## src/hw/rtl/pfx_pkg.sv

```systemverilog
`timescale 1ns / 1ps

package pfx_pkg;

    localparam int STACK_DEPTH_DEF = 64;
    localparam int QUEUE_DEPTH_DEF = 4;
    localparam int DATA_W          = 32;

    localparam logic [7:0] CHAR_ZERO = 8'h30;
    localparam logic [7:0] CHAR_NINE = 8'h39;
    localparam logic [7:0] CHAR_ADD  = 8'h2B;
    localparam logic [7:0] CHAR_SUB  = 8'h2D;
    localparam logic [7:0] CHAR_MUL  = 8'h2A;
    localparam logic [7:0] CHAR_DIV  = 8'h2F;

    // Value returned by a pop of an empty stack
    localparam logic [DATA_W-1:0] EMPTY_VALUE = '1;

    typedef struct packed {
        logic [7:0] ch;
        logic       last;
    } pfx_in_t;

    typedef struct packed {
        logic signed [DATA_W-1:0] value;
        logic                     underflow_seen;
        logic                     overflow_seen;
        logic                     div_zero_seen;
    } pfx_out_t;

    typedef enum logic [2:0] {
        CMD_NONE,
        CMD_DIGIT,
        CMD_ADD,
        CMD_SUB,
        CMD_MUL,
        CMD_DIV
    } pfx_kind_t;

    typedef struct packed {
        pfx_kind_t  kind;
        logic [3:0] digit;
        logic       last;
    } pfx_cmd_t;

    typedef enum logic [1:0] {
        BK_IDLE,
        BK_READ,
        BK_DIV,
        BK_FIN
    } pfx_back_state_t;

    typedef struct packed {
        logic              start;
        logic [DATA_W-1:0] dividend;
        logic [DATA_W-1:0] divisor;
    } pfx_div_req_t;

    typedef struct packed {
        logic              done;
        logic [DATA_W-1:0] quotient;
    } pfx_div_rsp_t;

endpackage

```

## src/hw/rtl/postfix_expression_evaluator_unit.sv

```systemverilog
// Postfix evaluator: characters enter one per transfer and are classified in
// the front stage; ignored characters that do not close an expression are
// dropped there and cost no back-end time. Classified commands pass through
// a short queue to the stack engine, which pushes a digit straight from its
// idle state, reads both operands of + - or * in a read state, and for / also
// waits for the bit-serial 32-bit divider, one quotient bit a cycle; a zero
// divisor skips the divider and sets the flag. The character marked last
// adds a final state that pops the result into the output register. The
// stack holds STACK_DEPTH values; its top is a register and the rest sits in
// a single-port-write memory, so no clearing pass is needed after reset.
`timescale 1ns / 1ps

module postfix_expression_evaluator_unit #(
    parameter int STACK_DEPTH = pfx_pkg::STACK_DEPTH_DEF,
    parameter int QUEUE_DEPTH = pfx_pkg::QUEUE_DEPTH_DEF
) (
    input  logic              aclk,
    input  logic              aresetn,
    input  logic              s_valid,
    output logic              s_ready,
    input  pfx_pkg::pfx_in_t  s_data,
    output logic              m_valid,
    input  logic              m_ready,
    output pfx_pkg::pfx_out_t m_data
);
    import pfx_pkg::*;

    logic         q_wvalid, q_wready, q_rvalid, q_rready;
    pfx_cmd_t     q_wdata, q_rdata;
    pfx_div_req_t div_req;
    pfx_div_rsp_t div_rsp;

    pfx_front u_front (
        .aclk     (aclk),
        .aresetn  (aresetn),
        .s_valid  (s_valid),
        .s_ready  (s_ready),
        .s_data   (s_data),
        .q_wvalid (q_wvalid),
        .q_wready (q_wready),
        .q_wdata  (q_wdata)
    );

    pfx_queue #(
        .QUEUE_DEPTH (QUEUE_DEPTH)
    ) u_queue (
        .aclk    (aclk),
        .aresetn (aresetn),
        .wvalid  (q_wvalid),
        .wready  (q_wready),
        .wdata   (q_wdata),
        .rvalid  (q_rvalid),
        .rready  (q_rready),
        .rdata   (q_rdata)
    );

    pfx_div u_div (
        .aclk    (aclk),
        .aresetn (aresetn),
        .req     (div_req),
        .rsp     (div_rsp)
    );

    pfx_back #(
        .STACK_DEPTH (STACK_DEPTH)
    ) u_back (
        .aclk     (aclk),
        .aresetn  (aresetn),
        .q_rvalid (q_rvalid),
        .q_rready (q_rready),
        .q_rdata  (q_rdata),
        .div_req  (div_req),
        .div_rsp  (div_rsp),
        .m_valid  (m_valid),
        .m_ready  (m_ready),
        .m_data   (m_data)
    );

endmodule

```

## src/hw/rtl/pfx_front.sv

```systemverilog
`timescale 1ns / 1ps

module pfx_front (
    input  logic              aclk,
    input  logic              aresetn,
    input  logic              s_valid,
    output logic              s_ready,
    input  pfx_pkg::pfx_in_t  s_data,
    output logic              q_wvalid,
    input  logic              q_wready,
    output pfx_pkg::pfx_cmd_t q_wdata
);
    import pfx_pkg::*;

    logic     valid_reg, valid_next;
    pfx_cmd_t cmd_reg, cmd_next;
    pfx_cmd_t cls;
    logic     keep;
    logic [7:0] digit_off;

    // Classify the character into a command
    always_comb begin
        digit_off = s_data.ch - CHAR_ZERO;
        cls.digit = digit_off[3:0];
        cls.last  = s_data.last;
        priority if (s_data.ch >= CHAR_ZERO && s_data.ch <= CHAR_NINE) begin
            cls.kind = CMD_DIGIT;
        end else if (s_data.ch == CHAR_ADD) begin
            cls.kind = CMD_ADD;
        end else if (s_data.ch == CHAR_SUB) begin
            cls.kind = CMD_SUB;
        end else if (s_data.ch == CHAR_MUL) begin
            cls.kind = CMD_MUL;
        end else if (s_data.ch == CHAR_DIV) begin
            cls.kind = CMD_DIV;
        end else begin
            cls.kind = CMD_NONE;
        end
        // drop ignored characters unless they close the expression
        keep = (cls.kind != CMD_NONE) || s_data.last;
    end

    // Hold a classified command until the queue takes it
    always_comb begin
        s_ready    = !valid_reg || q_wready;
        valid_next = valid_reg;
        cmd_next   = cmd_reg;
        if (s_ready) begin
            valid_next = s_valid && keep;
            cmd_next   = cls;
        end
    end

    always_ff @(posedge aclk) begin
        if (!aresetn) begin
            valid_reg <= 1'b0;
        end else begin
            valid_reg <= valid_next;
        end
        cmd_reg <= cmd_next;
    end

    assign q_wvalid = valid_reg;
    assign q_wdata  = cmd_reg;

endmodule

```

## src/hw/rtl/pfx_queue.sv

```systemverilog
`timescale 1ns / 1ps

module pfx_queue #(
    parameter int QUEUE_DEPTH = pfx_pkg::QUEUE_DEPTH_DEF
) (
    input  logic              aclk,
    input  logic              aresetn,
    input  logic              wvalid,
    output logic              wready,
    input  pfx_pkg::pfx_cmd_t wdata,
    output logic              rvalid,
    input  logic              rready,
    output pfx_pkg::pfx_cmd_t rdata
);
    import pfx_pkg::*;

    localparam int PTR_W = (QUEUE_DEPTH > 1) ? $clog2(QUEUE_DEPTH) : 1;
    localparam int CNT_W = $clog2(QUEUE_DEPTH + 1);
    localparam logic [PTR_W-1:0] LAST_PTR = PTR_W'(QUEUE_DEPTH - 1);
    localparam logic [CNT_W-1:0] FULL_CNT = CNT_W'(QUEUE_DEPTH);

    pfx_cmd_t         slot_reg [QUEUE_DEPTH];
    logic [PTR_W-1:0] wptr_reg, wptr_next;
    logic [PTR_W-1:0] rptr_reg, rptr_next;
    logic [CNT_W-1:0] count_reg, count_next;
    logic             do_wr, do_rd;

    // Advance pointers and occupancy
    always_comb begin
        wready    = (count_reg != FULL_CNT);
        rvalid    = (count_reg != '0);
        do_wr     = wvalid && wready;
        do_rd     = rvalid && rready;
        wptr_next = wptr_reg;
        rptr_next = rptr_reg;
        if (do_wr) begin
            wptr_next = (wptr_reg == LAST_PTR) ? '0 : wptr_reg + PTR_W'(1);
        end
        if (do_rd) begin
            rptr_next = (rptr_reg == LAST_PTR) ? '0 : rptr_reg + PTR_W'(1);
        end
        count_next = count_reg + CNT_W'(do_wr) - CNT_W'(do_rd);
    end

    always_ff @(posedge aclk) begin
        if (!aresetn) begin
            wptr_reg  <= '0;
            rptr_reg  <= '0;
            count_reg <= '0;
        end else begin
            wptr_reg  <= wptr_next;
            rptr_reg  <= rptr_next;
            count_reg <= count_next;
        end
        if (do_wr) begin
            slot_reg[wptr_reg] <= wdata;
        end
    end

    assign rdata = slot_reg[rptr_reg];

endmodule

```

## src/hw/rtl/pfx_div.sv

```systemverilog
`timescale 1ns / 1ps

module pfx_div (
    input  logic                  aclk,
    input  logic                  aresetn,
    input  pfx_pkg::pfx_div_req_t req,
    output pfx_pkg::pfx_div_rsp_t rsp
);
    import pfx_pkg::*;

    localparam int STEP_W = $clog2(DATA_W);
    localparam logic [STEP_W-1:0] LAST_STEP = STEP_W'(DATA_W - 1);

    logic              busy_reg, busy_next;
    logic [STEP_W-1:0] step_reg, step_next;
    logic              neg_reg, neg_next;
    logic [DATA_W-1:0] dvs_reg, dvs_next;
    logic [DATA_W-1:0] rem_reg, rem_next;
    logic [DATA_W-1:0] quo_reg, quo_next;
    logic              done_reg, done_next;
    logic [DATA_W-1:0] res_reg, res_next;
    logic [DATA_W:0]   rem_sh, rem_sub;
    logic              fits;
    logic [DATA_W-1:0] quo_sh;

    // Restoring division on magnitudes, one quotient bit per cycle
    always_comb begin
        rem_sh  = {rem_reg, quo_reg[DATA_W-1]};
        rem_sub = rem_sh - {1'b0, dvs_reg};
        fits    = (rem_sh >= {1'b0, dvs_reg});
        quo_sh  = {quo_reg[DATA_W-2:0], fits};

        busy_next = busy_reg;
        step_next = step_reg;
        neg_next  = neg_reg;
        dvs_next  = dvs_reg;
        rem_next  = rem_reg;
        quo_next  = quo_reg;
        done_next = 1'b0;
        res_next  = res_reg;

        if (busy_reg) begin
            rem_next  = fits ? rem_sub[DATA_W-1:0] : rem_sh[DATA_W-1:0];
            quo_next  = quo_sh;
            step_next = step_reg + STEP_W'(1);
            if (step_reg == LAST_STEP) begin
                busy_next = 1'b0;
                done_next = 1'b1;
                res_next  = neg_reg ? (DATA_W'(0) - quo_sh) : quo_sh;
            end
        end else if (req.start) begin
            busy_next = 1'b1;
            step_next = '0;
            neg_next  = req.dividend[DATA_W-1] ^ req.divisor[DATA_W-1];
            dvs_next  = req.divisor[DATA_W-1] ? (DATA_W'(0) - req.divisor) : req.divisor;
            quo_next  = req.dividend[DATA_W-1] ? (DATA_W'(0) - req.dividend)
                                               : req.dividend;
            rem_next  = '0;
        end
    end

    always_ff @(posedge aclk) begin
        if (!aresetn) begin
            busy_reg <= 1'b0;
            done_reg <= 1'b0;
        end else begin
            busy_reg <= busy_next;
            done_reg <= done_next;
        end
        step_reg <= step_next;
        neg_reg  <= neg_next;
        dvs_reg  <= dvs_next;
        rem_reg  <= rem_next;
        quo_reg  <= quo_next;
        res_reg  <= res_next;
    end

    assign rsp.done     = done_reg;
    assign rsp.quotient = res_reg;

endmodule

```

## src/hw/rtl/pfx_back.sv

```systemverilog
`timescale 1ns / 1ps

module pfx_back #(
    parameter int STACK_DEPTH = pfx_pkg::STACK_DEPTH_DEF
) (
    input  logic                  aclk,
    input  logic                  aresetn,
    input  logic                  q_rvalid,
    output logic                  q_rready,
    input  pfx_pkg::pfx_cmd_t     q_rdata,
    output pfx_pkg::pfx_div_req_t div_req,
    input  pfx_pkg::pfx_div_rsp_t div_rsp,
    output logic                  m_valid,
    input  logic                  m_ready,
    output pfx_pkg::pfx_out_t     m_data
);
    import pfx_pkg::*;

    // Top of stack lives in a register; the rest of the stack in memory
    localparam int MEM_DEPTH = STACK_DEPTH - 1;
    localparam int ADDR_W    = (MEM_DEPTH > 1) ? $clog2(MEM_DEPTH) : 1;
    localparam int CNT_W     = $clog2(STACK_DEPTH + 1);
    localparam logic [CNT_W-1:0] FULL_CNT = CNT_W'(STACK_DEPTH);
    localparam logic [CNT_W-1:0] ONE_CNT  = CNT_W'(1);
    localparam logic [CNT_W-1:0] TWO_CNT  = CNT_W'(2);

    pfx_back_state_t   state_reg, state_next;
    pfx_cmd_t          cmd_reg, cmd_next;
    logic [CNT_W-1:0]  count_reg, count_next;
    logic [DATA_W-1:0] top_reg, top_next;
    logic              uf_reg, uf_next;
    logic              of_reg, of_next;
    logic              dz_reg, dz_next;
    logic              m_valid_reg, m_valid_next;
    pfx_out_t          m_data_reg, m_data_next;

    logic [DATA_W-1:0] mem [MEM_DEPTH];
    logic [DATA_W-1:0] rd_data_reg;
    logic              mem_we;
    logic [ADDR_W-1:0] mem_waddr, mem_raddr;

    logic [CNT_W-1:0]  cnt_m1, cnt_m2;
    logic              cnt_zero, cnt_ge2;
    logic [DATA_W-1:0] op1, op2;
    logic              m_free;

    // Operand selection, with the empty value where a pop underflows
    always_comb begin
        cnt_m1    = count_reg - ONE_CNT;
        cnt_m2    = count_reg - TWO_CNT;
        cnt_zero  = (count_reg == '0);
        cnt_ge2   = (count_reg >= TWO_CNT);
        op2       = cnt_zero ? EMPTY_VALUE : top_reg;
        op1       = cnt_ge2 ? rd_data_reg : EMPTY_VALUE;
        mem_waddr = cnt_m1[ADDR_W-1:0];
        mem_raddr = cnt_ge2 ? cnt_m2[ADDR_W-1:0] : '0;
        m_free    = !m_valid_reg || m_ready;
    end

    // Sequence one command at a time
    always_comb begin
        state_next   = state_reg;
        cmd_next     = cmd_reg;
        count_next   = count_reg;
        top_next     = top_reg;
        uf_next      = uf_reg;
        of_next      = of_reg;
        dz_next      = dz_reg;
        m_valid_next = m_valid_reg && !m_ready;
        m_data_next  = m_data_reg;
        mem_we       = 1'b0;
        q_rready     = 1'b0;
        div_req      = '{start: 1'b0, dividend: op1, divisor: op2};

        unique case (state_reg)
            BK_IDLE: begin
                q_rready = 1'b1;
                if (q_rvalid) begin
                    cmd_next = q_rdata;
                    unique case (q_rdata.kind)
                        CMD_DIGIT: begin
                            // push, or drop and flag when full
                            if (count_reg == FULL_CNT) begin
                                of_next = 1'b1;
                            end else begin
                                mem_we     = !cnt_zero;
                                top_next   = DATA_W'(q_rdata.digit);
                                count_next = count_reg + ONE_CNT;
                            end
                            state_next = q_rdata.last ? BK_FIN : BK_IDLE;
                        end
                        CMD_NONE: begin
                            state_next = q_rdata.last ? BK_FIN : BK_IDLE;
                        end
                        CMD_ADD, CMD_SUB, CMD_MUL, CMD_DIV: begin
                            state_next = BK_READ;
                        end
                        default: begin
                            state_next = BK_IDLE;
                        end
                    endcase
                end
            end
            BK_READ: begin
                // pop two, push the result; the push always fits
                if (!cnt_ge2) begin
                    uf_next = 1'b1;
                end
                count_next = cnt_ge2 ? cnt_m1 : ONE_CNT;
                state_next = cmd_reg.last ? BK_FIN : BK_IDLE;
                unique case (cmd_reg.kind)
                    CMD_ADD: top_next = op1 + op2;
                    CMD_SUB: top_next = op1 - op2;
                    CMD_MUL: top_next = op1 * op2;
                    CMD_DIV: begin
                        if (op2 == '0) begin
                            top_next = '0;
                            dz_next  = 1'b1;
                        end else begin
                            div_req.start = 1'b1;
                            state_next    = BK_DIV;
                        end
                    end
                    default: top_next = top_reg;
                endcase
            end
            BK_DIV: begin
                if (div_rsp.done) begin
                    top_next   = div_rsp.quotient;
                    state_next = cmd_reg.last ? BK_FIN : BK_IDLE;
                end
            end
            BK_FIN: begin
                // emit the final pop with flags, then clear the expression
                if (m_free) begin
                    m_valid_next = 1'b1;
                    m_data_next  = '{value: cnt_zero ? EMPTY_VALUE : top_reg,
                                     underflow_seen: uf_reg || cnt_zero,
                                     overflow_seen: of_reg,
                                     div_zero_seen: dz_reg};
                    count_next   = '0;
                    uf_next      = 1'b0;
                    of_next      = 1'b0;
                    dz_next      = 1'b0;
                    state_next   = BK_IDLE;
                end
            end
            default: state_next = BK_IDLE;
        endcase
    end

    always_ff @(posedge aclk) begin
        if (!aresetn) begin
            state_reg <= BK_IDLE;
        end else begin
            state_reg <= state_next;
        end
    end

    always_ff @(posedge aclk) begin
        if (!aresetn) begin
            count_reg   <= '0;
            uf_reg      <= 1'b0;
            of_reg      <= 1'b0;
            dz_reg      <= 1'b0;
            m_valid_reg <= 1'b0;
        end else begin
            count_reg   <= count_next;
            uf_reg      <= uf_next;
            of_reg      <= of_next;
            dz_reg      <= dz_next;
            m_valid_reg <= m_valid_next;
        end
        cmd_reg    <= cmd_next;
        top_reg    <= top_next;
        m_data_reg <= m_data_next;
    end

    // Spill the old top below the new one; read the entry under the top
    always_ff @(posedge aclk) begin
        if (mem_we) begin
            mem[mem_waddr] <= top_reg;
        end
        rd_data_reg <= mem[mem_raddr];
    end

    assign m_valid = m_valid_reg;
    assign m_data  = m_data_reg;

endmodule

```

## config.mk

```make
export PLATFORM = sky130hd
export DESIGN_NAME = postfix_expression_evaluator_unit
export DESIGN_NICKNAME = d
export VERILOG_FILES = /design/src/hw/rtl/pfx_pkg.sv /design/src/hw/rtl/postfix_expression_evaluator_unit.sv /design/src/hw/rtl/pfx_front.sv /design/src/hw/rtl/pfx_queue.sv /design/src/hw/rtl/pfx_div.sv /design/src/hw/rtl/pfx_back.sv
export SDC_FILE = /design/constraint.sdc
export NUM_CORES = 2
export LEC_CHECK = 0
export ABC_AREA = 1
export CAP_MARGIN = 20
export CELL_PAD_IN_SITES_DETAIL_PLACEMENT = 0
export CELL_PAD_IN_SITES_GLOBAL_PLACEMENT = 1
export CORE_MARGIN = 4
export CORE_UTILIZATION = 41
export CTS_CLUSTER_SIZE = 8
export DETAILED_ROUTE_END_ITERATION = 7
export DONT_BUFFER_PORTS = 1
export PLACE_DENSITY_LB_ADDON = 0.1
export REMOVE_ABC_BUFFERS = 1
export SYNTH_ARGS = -nofsm -noshare
export SYNTH_HDL_FRONTEND = slang
export SYNTH_HIERARCHICAL = 1
export SYNTH_SLANG_ARGS = --single-unit
```

## constraint.sdc

```tcl
create_clock -name aclk -period 9.4 [get_ports aclk]
set_clock_uncertainty 0.2 [all_clocks]
set_input_delay 1.88 -clock aclk [delete_from_list [all_inputs] [get_ports aclk]]
set_output_delay 1.88 -clock aclk [all_outputs]
set_load 0.005 [all_outputs]
```

==> impl_metrics.toml <==
[run_status]
status = "finished, final reports clean"

[routing]
num_vias = 79597
drcViolationCount = 0
antenna_left = 0
first_pass_iters = 5
wl_um = 388100
drt-vias-per-instance = 5.677
first_iter_violations = 8227
avgRoutedWirePerCell_um = 27.68

[timing]
slew_headroom_pct = 16.61
grt_setup_unrepaired = "no"
maxSlewViolCount = 0
finalSetupTns_ps = 0
period_minus_slack_ps = 8952
post-route-period-util_pct = 95.23
setup_viol = 0
max_freq_mhz = 111.7
tightestPinTransition_ps = 1231
fin_hold_ws_ps = 231.6
hold_violations = 0

[clock_network]
cts_tree = "built"
cts-resized-gates = 0
cts_root_buffer = "clkbuf_16"
ctsHoldBuffers = 0
post_cts_buffers = 0
clock_latency_ps = 900
clkTransAtPathRegs_ps = 60
clockBufferDepth = 4
numCtsBuffers = 330
cts.sinks = 2318
htreeDepth = 5

[layout]
area_growth_pct = 12.51
drive_gt1_share_pct = 8.696
ff_latch_area_sq_um = 69040
fill_cells = 25407
largest_reg_flops = 2016
fin_nets = 10864
multiInputGateArea_sq_um = 39530
final_cells = 14022

[synth]
yosys.area.top_type = "edfxtp_1"
seq_area_frac_synth_pct = 60.30
synth.area.top_cells = "edfxtp_1 59%, fa_1 7.2%, o21ai_0 4.7%"
syn_inst = 10217
synth_commonest_cells = "2261 x edfxtp_1, 1271 x nor2_1, 1265 x nand2_1"
yosysTopAreaCellShare_pct = 59.30
synth_edf_count = 2261
yosysWarnings = 6
synth-seq-cells = 2318
synth.distinct_cells = 63
synthArstFlopShare_pct = 0
yosys.cell_count.top_type = "edfxtp_1"
syn_avg_cell_area_sq_um = 11.21
synth_area_sq_um = 114500
ys.flop_type = "edfxtp_1"

[placed_design]
dp_hpwl_um = 224500
place_inst = 13598
gp_congestion = 0.9307
port_buffers = 0

[floorplanning]
io_pins = 50
core_area_sq_um = 277200
rows = 193
die_area_sq_um = 287800
dieWidth_um = 536.4
start_util_pct = 41.30
chipHeight_um = 536.4

[setup_path]
cp-end-kind = "flop"
path_class = "flop to flop"
crit_path_start_kind = "flop"
slowest_stage = "nor2_2"
cpPeakStageDelay_ps = 750
critical_path_required_ps = 9930
worstPathMaxFanout = 13
crit_top_cell = "fa_1"
arrival_ps = 9480

[min_path]
hp-class = "flop to flop"

[grt]
antenna_found_initial = 19
grt_max_degree = 207
track_usage_pct = 26.49
grt_pass1_wl_um = 556700
grt_pass1_vias = 77444
grt-ovfl-total = 0

[run]
cap_violations = 0
[final timing paths]
path | startpoint | to | slack, ps | cells past startpoint
setup / recovery | u_back/count_reg[2] | u_back/top_reg[28] | 450 | 29
hold / removal | u_back/of_reg | u_back/m_data[1] | 230 | 0
setup reg to reg | u_back/count_reg[2] | u_back/top_reg[28] | 450 | 29
hold reg to reg | u_back/of_reg | u_back/m_data[1] | 230 | 0
[logic make-up after synthesis]
family          count (synthesis)  share of synthesized area [%]
simple gates                 3104                          11.17
flops                        2318                          60.30
compound gates               2304                          12.05
buf+inv                      1707                          5.748
fa+ha+maj                     624                          9.514
xor+xnor                      160                          1.224
[final cells by class]
class                      count  share of cell area [%]
timing repair buffer         270                   1.862
multi-input combinational   6192                   30.68
clock inverter                25                  0.3244
antenna                       14                 0.02720
tap                         3705                   3.599
inverter                    1115                   3.263
sequential                  2318                   53.59
clock buffer                 383                   6.647
[cells in the final DEF (no fill, tap or decap), types with 27 or more instances in the layout]
cell type / instances
a21oi_1: 324
buf_12: 28
buf_4: 239
clkbuf_1: 48
clkbuf_16: 335
dfxtp_1: 56
edfxtp_1: 2261
fa_1: 411
ha_1: 213
inv_1: 1095
nand2_1: 1256
nand2_2: 31
nand3_1: 320
nand4_1: 30
nor2_1: 1204
nor2_4: 74
nor3_1: 32
o211ai_1: 354
o21ai_0: 1067
o21ai_1: 27
o221ai_1: 134
o22a_1: 33
o22ai_1: 205
o32ai_1: 31
or2_2: 88
xnor2_1: 43
xor2_1: 117
[metrics by stage]
stage	instance area (sq um)	utilization, %	setup slack [ps]
after floorplan	112100	-	-45970
after global placement	119700	43.18	259.4
after detailed placement	119800	43.20	388.1
after CTS	128700	46.44	327.1
after global routing	128800	46.46	89.52
final	128800	46.47	448.2
[routing by layer]
layer / up-vias / global-route usage [%] / routed length (um) / part of all wire, %
met1: 40439 / 37.69 / 169800 / 44
met2: 2956 / 42.03 / 178500 / 46
met3: 619 / 3.367 / 25460 / 6.6
met4: 2 / 9.218 / 14250 / 3.7
met5: - / 0 / 17 / 0.0044
li1: 35581 / - / - / -
[worst max-delay path: cells and delay by family, from the launching register on]
kind | cells | cell delay, ps
AO/OA/AOI/OAI | 9 | 1570
adder cells (fa/ha/maj) | 9 | 4220
buffers and inverters | 6 | 1130
flip-flops | 1 | 310
AND/OR/NAND/NOR | 5 | 1320
Power is left out: the tool's default activity adds up to more than one toggle a clock period on the data nets, which glitch-free logic cannot reach.
